--- config.mk ---
export PLATFORM = sky130hd
export DESIGN_NAME = two_hop_min_cost_route_select
export DESIGN_NICKNAME = d
export VERILOG_FILES = /design/src/rtl/thmcr_pkg.sv /design/src/rtl/two_hop_min_cost_route_select.sv /design/src/rtl/thmcr_link_mem.sv /design/src/rtl/thmcr_seq.sv
export SDC_FILE = /design/constraint.sdc
export NUM_CORES = 2
export LEC_CHECK = 0
export BUFFER_PORTS_ARGS = -buffer_cell sky130_fd_sc_hd__buf_2
export CAP_MARGIN = 30
export CORE_MARGIN = 5
export CORE_UTILIZATION = 50
export CTS_BUF_LIST = sky130_fd_sc_hd__clkbuf_8
export CTS_CLUSTER_SIZE = 20
export DETAILED_ROUTE_END_ITERATION = 10
export PLACE_DENSITY_LB_ADDON = 0.05
export SETUP_SLACK_MARGIN = 0.3
export SYNTH_ARGS = -nofsm -noshare
export SYNTH_HDL_FRONTEND = slang
export SYNTH_SLANG_ARGS = --single-unit
--- constraint.sdc ---
create_clock -name i_clk -period 19.74 [get_ports i_clk]
set_clock_uncertainty 0.1 [all_clocks]
set_input_delay 2.961 -clock i_clk [delete_from_list [all_inputs] [get_ports i_clk]]
set_output_delay 2.961 -clock i_clk [all_outputs]
set_load 0.005 [all_outputs]
--- src/rtl/thmcr_pkg.sv ---
// Shared types, constants and helper functions for the two-hop route selector.
// Used by thmcr_link_mem, thmcr_seq and the top level; depends on nothing else.
package thmcr_pkg;

    localparam int MAX_LINKS = 64;
    localparam int NODE_BITS = 8;
    localparam int COST_BITS = 16;

    localparam int IDX_BITS  = $clog2(MAX_LINKS);
    localparam int CNT_BITS  = $clog2(MAX_LINKS + 1);
    localparam int SUM_BITS  = COST_BITS + 1;
    // the no-direct bound must fit whatever the cost width is
    localparam int BEST_BITS = (SUM_BITS > 14) ? SUM_BITS : 14;

    localparam logic [BEST_BITS-1:0] NO_DIRECT_BOUND = BEST_BITS'(9999);
    localparam logic [CNT_BITS-1:0]  LINK_LIMIT      = CNT_BITS'(MAX_LINKS);

    localparam logic [1:0] HOPS_NONE   = 2'd0;
    localparam logic [1:0] HOPS_DIRECT = 2'd1;
    localparam logic [1:0] HOPS_TWO    = 2'd2;

    typedef enum logic {
        OP_ADD   = 1'b0,
        OP_QUERY = 1'b1
    } t_op;

    typedef enum logic [1:0] {
        ST_OK       = 2'd0,
        ST_NO_ROUTE = 2'd1,
        ST_FULL     = 2'd2
    } t_status;

    typedef enum logic [2:0] {
        S_IDLE,
        S_DIR,
        S_OREQ,
        S_OCHK,
        S_INNER,
        S_RES,
        S_FIN
    } t_state;

    typedef struct packed {
        t_op                  operation;
        logic [NODE_BITS-1:0] node_a;
        logic [NODE_BITS-1:0] node_b;
        logic [COST_BITS-1:0] distance;
        logic [COST_BITS-1:0] price;
    } t_in_item;

    typedef struct packed {
        t_status             status;
        logic [1:0]          hops;
        logic [IDX_BITS-1:0] first_link;
        logic [IDX_BITS-1:0] second_link;
        logic [SUM_BITS-1:0] route_cost;
    } t_out_item;

    typedef struct packed {
        logic [NODE_BITS-1:0] end_a;
        logic [NODE_BITS-1:0] end_b;
        logic [COST_BITS-1:0] distance;
        logic [COST_BITS-1:0] price;
    } t_link;

    typedef struct packed {
        logic                we;
        logic [IDX_BITS-1:0] waddr;
        t_link               wdata;
        logic                re;
        logic [IDX_BITS-1:0] raddr;
    } t_mem_req;

    function automatic logic touches(input t_link l, input logic [NODE_BITS-1:0] n);
        return (l.end_a == n) || (l.end_b == n);
    endfunction

    function automatic logic [COST_BITS-1:0] cost_of(input t_link l, input logic crit);
        return crit ? l.distance : l.price;
    endfunction

endpackage

--- src/rtl/two_hop_min_cost_route_select.sv ---
// Top level of the two-hop route selector: criterion register, output register
// and the link table with its sequencer. Depends on thmcr_pkg, thmcr_link_mem, thmcr_seq.
//
// One item is handled at a time; the next is taken while a finished result waits
// in the output register. An add-link item or a query with equal nodes goes
// straight to the result. Any other query runs through the one memory read port:
// a direct-link scan, then a first-hop pass over the stored links, with a full
// second-hop scan for every first hop that leaves the source towards a third
// node, and then the result is built.
module two_hop_min_cost_route_select
    import thmcr_pkg::*;
(
    input  logic      i_clk,
    input  logic      i_rst_n,
    input  logic      i_cfg_we,
    input  logic      i_cfg_wdata,
    input  logic      i_in_valid,
    output logic      o_in_ready,
    input  t_in_item  i_in_item,
    output logic      o_out_valid,
    input  logic      i_out_ready,
    output t_out_item o_out_item
);

    logic      r_crit;
    logic      r_out_valid;
    t_out_item r_out_item;

    t_mem_req  w_mem_req;
    t_link     w_rd_data;
    logic      w_res_valid;
    logic      w_res_take;
    t_out_item w_res;

    // hand a result over whenever the output register is empty or being drained
    assign w_res_take = !r_out_valid || i_out_ready;

    always_ff @(posedge i_clk) begin
        if (!i_rst_n) begin
            r_crit      <= 1'b0;
            r_out_valid <= 1'b0;
        end else begin
            if (i_cfg_we) begin
                r_crit <= i_cfg_wdata;
            end
            if (w_res_valid && w_res_take) begin
                r_out_valid <= 1'b1;
            end else if (i_out_ready) begin
                r_out_valid <= 1'b0;
            end
        end
    end

    always_ff @(posedge i_clk) begin
        if (w_res_valid && w_res_take) begin
            r_out_item <= w_res;
        end
    end

    thmcr_link_mem u_mem (
        .i_clk     (i_clk),
        .i_req     (w_mem_req),
        .o_rd_data (w_rd_data)
    );

    thmcr_seq u_seq (
        .i_clk       (i_clk),
        .i_rst_n     (i_rst_n),
        .i_crit      (r_crit),
        .i_in_valid  (i_in_valid),
        .o_in_ready  (o_in_ready),
        .i_in_item   (i_in_item),
        .o_mem_req   (w_mem_req),
        .i_rd_data   (w_rd_data),
        .o_res_valid (w_res_valid),
        .i_res_take  (w_res_take),
        .o_res       (w_res)
    );

    assign o_out_valid = r_out_valid;
    assign o_out_item  = r_out_item;

endmodule

--- src/rtl/thmcr_link_mem.sv ---
// Link table: one write port and one registered read port.
// Depends on thmcr_pkg for the link record and request types.
module thmcr_link_mem
    import thmcr_pkg::*;
(
    input  logic     i_clk,
    input  t_mem_req i_req,
    output t_link    o_rd_data
);

    t_link r_mem [MAX_LINKS];
    t_link r_rd_data;

    always_ff @(posedge i_clk) begin
        if (i_req.we) begin
            r_mem[i_req.waddr] <= i_req.wdata;
        end
    end

    always_ff @(posedge i_clk) begin
        if (i_req.re) begin
            r_rd_data <= r_mem[i_req.raddr];
        end
    end

    assign o_rd_data = r_rd_data;

endmodule

--- src/rtl/thmcr_seq.sv ---
// Sequencer for link appends and route queries: scans the link table through
// the memory read port and keeps the best route. Depends on thmcr_pkg.
module thmcr_seq
    import thmcr_pkg::*;
(
    input  logic      i_clk,
    input  logic      i_rst_n,
    input  logic      i_crit,
    input  logic      i_in_valid,
    output logic      o_in_ready,
    input  t_in_item  i_in_item,
    output t_mem_req  o_mem_req,
    input  t_link     i_rd_data,
    output logic      o_res_valid,
    input  logic      i_res_take,
    output t_out_item o_res
);

    t_state               r_state, n_state;
    logic [CNT_BITS-1:0]  r_cnt, n_cnt;
    logic [NODE_BITS-1:0] r_src, n_src;
    logic [NODE_BITS-1:0] r_dst, n_dst;
    logic [CNT_BITS-1:0]  r_idx, n_idx;
    logic                 r_pend, n_pend;
    logic [IDX_BITS-1:0]  r_pidx, n_pidx;
    logic [CNT_BITS-1:0]  r_oi, n_oi;
    logic                 r_have, n_have;
    logic [IDX_BITS-1:0]  r_direct, n_direct;
    logic [IDX_BITS-1:0]  r_first, n_first;
    logic [IDX_BITS-1:0]  r_second, n_second;
    logic [1:0]           r_hops, n_hops;
    logic [BEST_BITS-1:0] r_best, n_best;
    logic [NODE_BITS-1:0] r_mid, n_mid;
    logic [COST_BITS-1:0] r_ocost, n_ocost;
    t_out_item            r_res, n_res;

    logic                 w_accept;
    logic                 w_issue;
    logic [COST_BITS-1:0] w_rd_cost;
    logic [NODE_BITS-1:0] w_rd_mid;
    logic [BEST_BITS-1:0] w_sum;
    logic                 w_qualify;

    assign w_accept  = i_in_valid && o_in_ready;
    assign w_issue   = (r_idx < r_cnt);
    assign w_rd_cost = cost_of(i_rd_data, i_crit);
    assign w_rd_mid  = (i_rd_data.end_a != r_src) ? i_rd_data.end_a : i_rd_data.end_b;
    assign w_sum     = BEST_BITS'(r_ocost) + BEST_BITS'(w_rd_cost);
    assign w_qualify = !(r_have && (r_oi[IDX_BITS-1:0] == r_direct))
                       && touches(i_rd_data, r_src)
                       && (w_rd_mid != r_src) && (w_rd_mid != r_dst);

    always_ff @(posedge i_clk) begin
        if (!i_rst_n) begin
            r_state <= S_IDLE;
            r_cnt   <= '0;
            r_pend  <= 1'b0;
        end else begin
            r_state <= n_state;
            r_cnt   <= n_cnt;
            r_pend  <= n_pend;
        end
    end

    always_ff @(posedge i_clk) begin
        r_src    <= n_src;
        r_dst    <= n_dst;
        r_idx    <= n_idx;
        r_pidx   <= n_pidx;
        r_oi     <= n_oi;
        r_have   <= n_have;
        r_direct <= n_direct;
        r_first  <= n_first;
        r_second <= n_second;
        r_hops   <= n_hops;
        r_best   <= n_best;
        r_mid    <= n_mid;
        r_ocost  <= n_ocost;
        r_res    <= n_res;
    end

    always_comb begin
        n_state  = r_state;
        n_cnt    = r_cnt;
        n_src    = r_src;
        n_dst    = r_dst;
        n_idx    = r_idx;
        n_pend   = r_pend;
        n_pidx   = r_pidx;
        n_oi     = r_oi;
        n_have   = r_have;
        n_direct = r_direct;
        n_first  = r_first;
        n_second = r_second;
        n_hops   = r_hops;
        n_best   = r_best;
        n_mid    = r_mid;
        n_ocost  = r_ocost;
        n_res    = r_res;

        o_mem_req.we          = 1'b0;
        o_mem_req.waddr       = r_cnt[IDX_BITS-1:0];
        o_mem_req.wdata.end_a = i_in_item.node_a;
        o_mem_req.wdata.end_b = i_in_item.node_b;
        o_mem_req.wdata.distance = i_in_item.distance;
        o_mem_req.wdata.price = i_in_item.price;
        o_mem_req.re          = 1'b0;
        o_mem_req.raddr       = r_idx[IDX_BITS-1:0];

        unique case (r_state)
            S_IDLE: begin
                if (w_accept) begin
                    n_src = i_in_item.node_a;
                    n_dst = i_in_item.node_b;
                    n_res = '{status: ST_OK, hops: HOPS_NONE, first_link: '0,
                              second_link: '0, route_cost: '0};
                    if (i_in_item.operation == OP_ADD) begin
                        n_state = S_FIN;
                        if (r_cnt >= LINK_LIMIT) begin
                            n_res.status = ST_FULL;
                        end else begin
                            o_mem_req.we     = 1'b1;
                            n_cnt            = r_cnt + 1'b1;
                            n_res.first_link = r_cnt[IDX_BITS-1:0];
                        end
                    end else if (i_in_item.node_a == i_in_item.node_b) begin
                        n_state = S_FIN;
                    end else begin
                        n_have   = 1'b0;
                        n_direct = '0;
                        n_first  = '0;
                        n_second = '0;
                        n_hops   = HOPS_NONE;
                        n_best   = NO_DIRECT_BOUND;
                        n_idx    = '0;
                        n_pend   = 1'b0;
                        n_oi     = '0;
                        n_state  = S_DIR;
                    end
                end
            end

            // pipelined scan for the first direct link
            S_DIR: begin
                o_mem_req.re = w_issue;
                n_pend       = w_issue;
                n_pidx       = r_idx[IDX_BITS-1:0];
                if (w_issue) begin
                    n_idx = r_idx + 1'b1;
                end
                if (r_pend && touches(i_rd_data, r_src) && touches(i_rd_data, r_dst)) begin
                    n_have   = 1'b1;
                    n_direct = r_pidx;
                    n_first  = r_pidx;
                    n_hops   = HOPS_DIRECT;
                    n_best   = BEST_BITS'(w_rd_cost);
                    n_pend   = 1'b0;
                    n_state  = S_OREQ;
                end else if (!r_pend && !w_issue) begin
                    n_state = S_OREQ;
                end
            end

            S_OREQ: begin
                o_mem_req.raddr = r_oi[IDX_BITS-1:0];
                if (r_oi < r_cnt) begin
                    o_mem_req.re = 1'b1;
                    n_state      = S_OCHK;
                end else begin
                    n_state = S_RES;
                end
            end

            S_OCHK: begin
                if (w_qualify) begin
                    n_mid   = w_rd_mid;
                    n_ocost = w_rd_cost;
                    n_idx   = '0;
                    n_pend  = 1'b0;
                    n_state = S_INNER;
                end else begin
                    n_oi    = r_oi + 1'b1;
                    n_state = S_OREQ;
                end
            end

            // pipelined scan for second hops from the held middle node
            S_INNER: begin
                o_mem_req.re = w_issue;
                n_pend       = w_issue;
                n_pidx       = r_idx[IDX_BITS-1:0];
                if (w_issue) begin
                    n_idx = r_idx + 1'b1;
                end
                if (r_pend && touches(i_rd_data, r_mid) && touches(i_rd_data, r_dst)
                        && (w_sum < r_best)) begin
                    n_best   = w_sum;
                    n_first  = r_oi[IDX_BITS-1:0];
                    n_second = r_pidx;
                    n_hops   = HOPS_TWO;
                    n_have   = 1'b1;
                end
                if (!r_pend && !w_issue) begin
                    n_oi    = r_oi + 1'b1;
                    n_state = S_OREQ;
                end
            end

            S_RES: begin
                n_state = S_FIN;
                if (!r_have) begin
                    n_res = '{status: ST_NO_ROUTE, hops: HOPS_NONE, first_link: '0,
                              second_link: '0, route_cost: '0};
                end else begin
                    n_res.status      = ST_OK;
                    n_res.hops        = r_hops;
                    n_res.first_link  = r_first;
                    n_res.second_link = (r_hops == HOPS_TWO) ? r_second : '0;
                    n_res.route_cost  = r_best[SUM_BITS-1:0];
                end
            end

            S_FIN: begin
                if (i_res_take) begin
                    n_state = S_IDLE;
                end
            end

            default: begin
                n_state = S_IDLE;
            end
        endcase
    end

    assign o_in_ready  = (r_state == S_IDLE);
    assign o_res_valid = (r_state == S_FIN);
    assign o_res       = r_res;

    a_cnt_bound: assert property (@(posedge i_clk) disable iff (!i_rst_n)
        r_cnt <= LINK_LIMIT)
        else $error("link count beyond table size");

    a_write_not_full: assert property (@(posedge i_clk) disable iff (!i_rst_n)
        o_mem_req.we |-> (r_cnt < LINK_LIMIT) && (r_state == S_IDLE))
        else $error("link write while table full or busy");

    a_write_counts: assert property (@(posedge i_clk) disable iff (!i_rst_n)
        o_mem_req.we |=> r_cnt == $past(r_cnt) + 1'b1)
        else $error("link count did not advance after write");

    a_read_written: assert property (@(posedge i_clk) disable iff (!i_rst_n)
        o_mem_req.re |-> (CNT_BITS'(o_mem_req.raddr) < r_cnt) && !o_mem_req.we)
        else $error("read of an unwritten link entry");

endmodule
## Yosys cells after proc, flatten, opt, wreduce, memory -nomap -nowiden

Memories as Yosys holds them, arrays and structs flattened. A register that Yosys moved wholly into a read port is not among the register bits.
Index checks and enable logic that the tools add are counted.
Widths: inputs -> output; s select.

| word-level totals | value |
|---|---|
| flip-flop bits (word level) | 177 |
| bits in writable memories | 3072 |
| bits of input ports | 55 |
| output and inout port bits | 35 |
| logic and storage cells | 177 |
| memories | 1 |

| operators by class | value |
|---|---|
| $add $sub $neg | 4 |
| order comparisons | 4 |
| equality and inequality tests | 28 |
| muxes and demuxes | 69 |
| bitwise logic cells | 2 |
| reduce and logical (&&, ||, !) cells | 41 |

Memory list:

| name | words | width | rd ports | clocked after Yosys merged registers in | write ports | RTL line | source |
|---|---|---|---|---|---|---|---|
| u_mem.r_mem | 64 | 48 | 1 | 1 | 1 | thmcr_link_mem.sv:11 | `t_link r_mem [MAX_LINKS];` |

Operator list:

| kind | count |
|---|---|
| $mux 17 | 5 |
| $pmux 33 s2 | 1 |
| $mux 6 | 10 |
| $eq 8x8->1 | 7 |
| $pmux 17 s3 | 1 |
| $mux 7 | 7 |
| $pmux 7 s3 | 2 |
| $mux 33 | 1 |
| $mux 32 | 1 |
| $mux 3 | 8 |
| $ne 8x8->1 | 3 |
| $pmux 6 s2 | 2 |
| $add 7x1->7 const B | 3 |
| $pmux 3 s7 | 1 |
| $pmux 6 s3 | 1 |
| $reduce_and 6->1 | 3 |
| $add 16x16->17 | 1 |
| $lt 17x17->1 | 1 |
| $mux 1 | 16 |
| $mux 16 | 1 |
| $reduce_and 5->1 | 3 |
| $lt 7x7->1 | 2 |
| $mux 2 | 7 |
| $logic_and 1x1->1 | 12 |
| other kinds (23) | 49 |

## Logic depth before layout (Yosys ltp)

| logic depth | value |
|---|---|
| word-level depth | 8 |
| depth in mapped cells | 19 |
| gate-level depth less buffers | 17 |

## By module

Synthesis repeated with hierarchy kept, for this count alone.

| second synthesis, totals | value |
|---|---|
| cell total of the unflattened synthesis | 6015 |
| area total of the unflattened synthesis | 128169.2 um^2 |

By module, submodules not included:

| module | times used | cells each | area each (um^2) | sequential area each (um^2) |
|---|---|---|---|---|
| thmcr_link_mem | 1 | 5247 | 118671.3 | 93689.9 |
| thmcr_seq | 1 | 727 | 8413.1 | 4154.0 |
| two_hop_min_cost_route_select | 1 | 41 | 1084.8 | 1031.0 |

## Worst setup path before layout

OpenSTA, ideal clock, no wires.

| timing path | value |
|---|---|
| path kind | register to register |
| start | register r_crit |
| end | register u_seq.r_best[0], enable pin |
| library setup time | 0.482 ns |
| arrival | 6.665 ns |
| required time | 19.158 ns |
| slack | 12.493 ns |
| cell stages (with the launch flop) | 19 |
| path buffers | 2 |
| period minus slack after synthesis | 7.247 ns |
| cells stage by stage | dfxtp_1 -> clkbuf_1 -> clkbuf_1 -> mux2_2 -> ha_1 -> fa_1 -> a21o_1 -> a21oi_1 -> o21a_1 -> nor3_1 -> a21oi_1 -> a21oi_1 -> xor2_1 -> ha_1 -> a21o_1 -> a21oi_1 -> nor2b_1 -> or4_1 -> o41ai_1 |

| on the way | value |
|---|---|
| longest elaborated chain between the ends | 6 |

RTL lines:

| element | RTL line | source |
|---|---|---|
| start: declaration | two_hop_min_cost_route_select.sv:25 | `logic r_crit;` |
| start signal: assignment | two_hop_min_cost_route_select.sv:44 | `r_crit <= i_cfg_wdata;` |
| $mux 16 | thmcr_pkg.sv:79 | `return crit ? l.distance : l.price;` |
| via u_seq.w_rd_cost[0] | thmcr_seq.sv:39 | `logic [COST_BITS-1:0] w_rd_cost;` |
| $add 16x16->17 | thmcr_seq.sv:48 | `assign w_sum = BEST_BITS'(r_ocost) + BEST_BITS'(w_rd_cost);` |
| $lt 17x17->1 | thmcr_seq.sv:196 | `&& (w_sum < r_best)) begin` |
| $logic_and 1x1->1 | thmcr_seq.sv:196 |  |
| $ne 2x1->1 (no line) | -- |  |
| $reduce_and 6->1 (no line) | -- |  |
| end signal: assignment | thmcr_seq.sv:76 | `r_best <= n_best;` |
| end: declaration | thmcr_seq.sv:32 | `logic [BEST_BITS-1:0] r_best, n_best;` |

The timed path passes the listed nets, and every way through them passes these cells.
A chain may end at the register's enable or synchronous reset.

## Final worst setup path

| timing path | value |
|---|---|
| start | register u_seq.r_state[1] |
| end | register, netlist name u_mem.o_rd_data[11] |

| on the way | value |
|---|---|
| longest elaborated chain between the ends | 3 |
| elaborated cells on any way between the ends | 6 |
| classes of those cells | 3 x eq/ne; 2 x mux; 1 x reduce/logical |

RTL lines:

| element | RTL line | source |
|---|---|---|
| start: declaration | thmcr_seq.sv:19 | `t_state r_state, n_state;` |
| start signal: assignment | thmcr_seq.sv:59 | `r_state <= n_state;` |
| $eq 3x1->1 or $eq 3x3->1 (tied branches) | thmcr_seq.sv:110 | `unique case (r_state)` |
| $reduce_or 2->1 (no line) | -- |  |
| $pmux 1 s2 | thmcr_seq.sv:110 |  |

Several ways; a longest one is shown, not always the timed one.

==> metrics.txt <==
FMAX=about 0.13 GHz; sequential share of power=0.411; DR iter-0 viols=around 8400; core region area=about 250000 µm²; Peak VDD IR=0.224 mV; Leak=roughly 0.045 µW; maximum clock path buffer count=4; CTS buffer count=roughly 560; Vias=about 63000; drt wl/cell=about 37 µm; vias in the first global route=64000; Critical Path Sink Type=register; first-pass GRT wire length=~500000 µm; Mapped Area=approximately 130000 µm²; Area growth syn-to-layout=12.6%; io pins=90; Pre-antenna DRT Iters=5; worst hold-check path type=register to register; Primary FF master, synth=edfxtp_1; Chip Width=between 500 and 600 µm; crit start category=register; initial antenna violation count=18; total setup buffers inserted after CTS=0; Place WS=between 10 and 15 ns; Slowest Stage Delay on Critical Path=around 0.78 ns; RR Startpoint=u_seq.r_state[1]; final slew viol count=0; WP data required=between 20 and 25 ns; htree depth=6; Worst-Margin Slew=~1.1 ns; Nets=6163; Final Instance Area=between 100000 and 150000 µm²; Syn Area/Cell=about 23 µm²; EDFF count, synth=between 3000 and 4000; Slew HR=0.250; CP most frequent cell=buf_4; CTS tree=built; Ys Warns=0; Die ar.=about 260000 µm²; status=finished, final reports clean; Combinational Power Share=0.320; critical path arrival=about 8.2 ns; CP max stage cell=buf_4; clock-pin slew on the worst setup and hold paths=~0.060 ns; CP Launch Point=u_seq.r_state[1]; Final GP Congestion=0.832; # hold bufs at CTS=0; Pwr Density=approximately 140 nW/µm²; final worst-path setup slack=~12 ns; cells after synthesis=around 5500; hold path start=u_seq.o_res[6]; FFs w/ async S/R, synth=0; # clock sinks=approximately 3300; Total GRT Usage=0.275; CP Class=register to register; fillcell total=around 19000; DRT Wirelength=roughly 360000 µm; detailed placement HPWL=187000 µm; Sw Share=0.325; post-route ant nets=0; crit path cell chain=inv_2 -> nor3_2 -> buf_4 -> mux2i_4 -> buf_4 -> buf_12 -> buf_4 -> buf_4 -> buf_4 -> mux4_2 -> a22o_1 -> a221oi_1 -> o22a_1 -> o221ai_1; Via density=6.47; post_cts resized=0; # rows=184; # setup viols final=0; crit share post-route=0.380; Setup TNS=0 ns; final hold vios=0; Yosys reg bits=around 3300; Synth cell types=a little over 60; MaxCap Viol Count=0; gr ovfl total=0; die height=~510 µm; # DRC=0; post-synthesis sequential area ratio=0.785; Sw Pwr=about 6500 µW; Hold Worst Slack=about 0.28 ns; Final min period=~7.5 ns; RSZ-0062 raised after global routing=false; Clk Latency, worst-skew pair=approximately 1.1 ns; placed standard-cell area=between 100000 and 150000 µm²; largest net degree at the start of global routing=around 120; Post-Synthesis Net Count=about 5600; Clock power frac=0.269; number of buffers added on ports=slightly below 90; worst-path fanout max=103; P_int=around 13000 µW; ratio of cells with drive above 1 in the final layout=0.285; Initial Utilization=0.502; clock root cell=clkbuf_8
-- through the flow --
step           instances   util  power, µW
2_1_floorplan       5493      -      12600
3_3_place_gp        8803  0.523      14700
3_5_place_dp        8827  0.525      14800
4_1_cts             9780  0.563      20100
5_1_grt             9801  0.565      20800
6_report            9808  0.565      20000
-- state kept, by name, indices dropped and copies added (netlist names) --
signal and count:
o_out_item 33, u_seq.r_dst 8, u_seq.r_ocost 16, u_seq.r_have 1, u_seq.r_hops 2, u_seq.r_pend 1
u_seq.r_best 17, u_seq.r_direct 6, o_out_valid 1, u_mem.r_mem 3072, u_mem.o_rd_data 48, u_seq.r_oi 7
u_seq.r_state 3, u_seq.r_src 8, u_seq.r_idx 7, u_seq.r_cnt 7, u_seq.r_second 6, u_seq.o_res 33
u_seq.r_pidx 6, r_crit 1, u_seq.r_mid 8, u_seq.r_first 6
-- critical path: cells and delay by family (launching register included) --
| family | cells | cell delay (ns) |
|---|---|---|
| buf+inv | 7 | 4.09 |
| mux | 2 | 0.83 |
| flops | 1 | 0.71 |
| simple gates | 1 | 0.19 |
| compound gates | 4 | 0.97 |
-- cell type report --
type,instances,area [µm²],area share
flip-flops and latches,3297,98900,0.698
multi-input cells,1849,26200,0.185
clock buffers,571,7860,0.0555
well taps,3348,4190,0.0296
repair buffers,311,2780,0.0196
clock inverters,382,1660,0.0117
inverters,42,158,0.00111
diodes,8,20.0,0.000141
-- kinds of logic after synthesis --
logic type,count (synthesis),share of synthesized area
xor gates and xnor gates,84,0.00584
AOI/OAI and AO/OA,617,0.0409
DFF,3297,0.785
muxes,802,0.140
and+or+nand+nor,298,0.0112
buffers and inverters,347,0.0116
adders and majority gates,48,0.00483
-- power groups by stage --
| stage | combinational [µW] | sequential, µW | clock [µW] |
|---|---|---|---|
| 5_1_grt | 6770 | 8220 | 5810 |
| 6_report | 6390 | 8220 | 5370 |
| 4_1_cts | 6410 | 8220 | 5480 |
| 3_3_place_gp | 6370 | 8360 | 0 |
| 3_5_place_dp | 6390 | 8360 | 0 |
| 2_1_floorplan | 4430 | 8210 | 0 |
-- path summary, 6_finish.rpt --
kind	slack, ns	endpoint	cells past startpoint
worst min register to register	0.28	o_out_item[6]	0
worst min-delay path	0.28	o_out_item[6]	0
worst max-delay path	12.25	u_mem.o_rd_data[11]	14
worst max register to register	12.25	u_mem.o_rd_data[11]	14
-- Yosys cell counts, types with 14 or more instances --
cell | number | area, µm²
a22o_1 | 206 | 1800
buf_1 | 14 | 52.6
xor2_1 | 60 | 526
a21oi_1 | 36 | 180
o221ai_1 | 48 | 420
edfxtp_1 | 3284 | 98600
o21ai_0 | 16 | 80.1
ha_1 | 47 | 588
a221oi_1 | 193 | 1690
o22a_1 | 48 | 420
nor3_1 | 22 | 110
nand2_1 | 45 | 169
buf_2 | 81 | 405
clkbuf_1 | 200 | 751
and2_1 | 34 | 213
xnor2_1 | 24 | 210
a21o_1 | 16 | 120
nor2_1 | 119 | 447
inv_1 | 40 | 150
nand3_1 | 25 | 125
mux2_2 | 26 | 293
mux4_2 | 768 | 17300
-- placed cells by master (no fill, tap or decap), drive strengths merged, types with 26 or more instances in the layout --
cell,netlist,final
edfxtp,3284,3284
mux4,768,768
clkbuf,200,571
buf,105,311
inv,41,243
a22o,206,206
a221oi,193,193
clkinv,1,160
nor2,119,119
xor2,60,60
o22a,48,48
o221ai,48,48
ha,47,47
nand2,45,45
a21oi,36,36
and2,35,35
mux2,26,26
-- metal layers --
metal | track usage | wire [µm] | vias to the layer above | share of wire
met2 | 0.418 | 169000 | 3219 | 0.47
li1 | - | - | 25000 | -
met3 | 0.0574 | 32400 | 563 | 0.089
met4 | 0.0806 | 9730 | 4 | 0.027
met1 | 0.407 | 152000 | 34700 | 0.42
met5 | 0 | 26 | - | 0.000072
(Power assumes the default switching activity.)
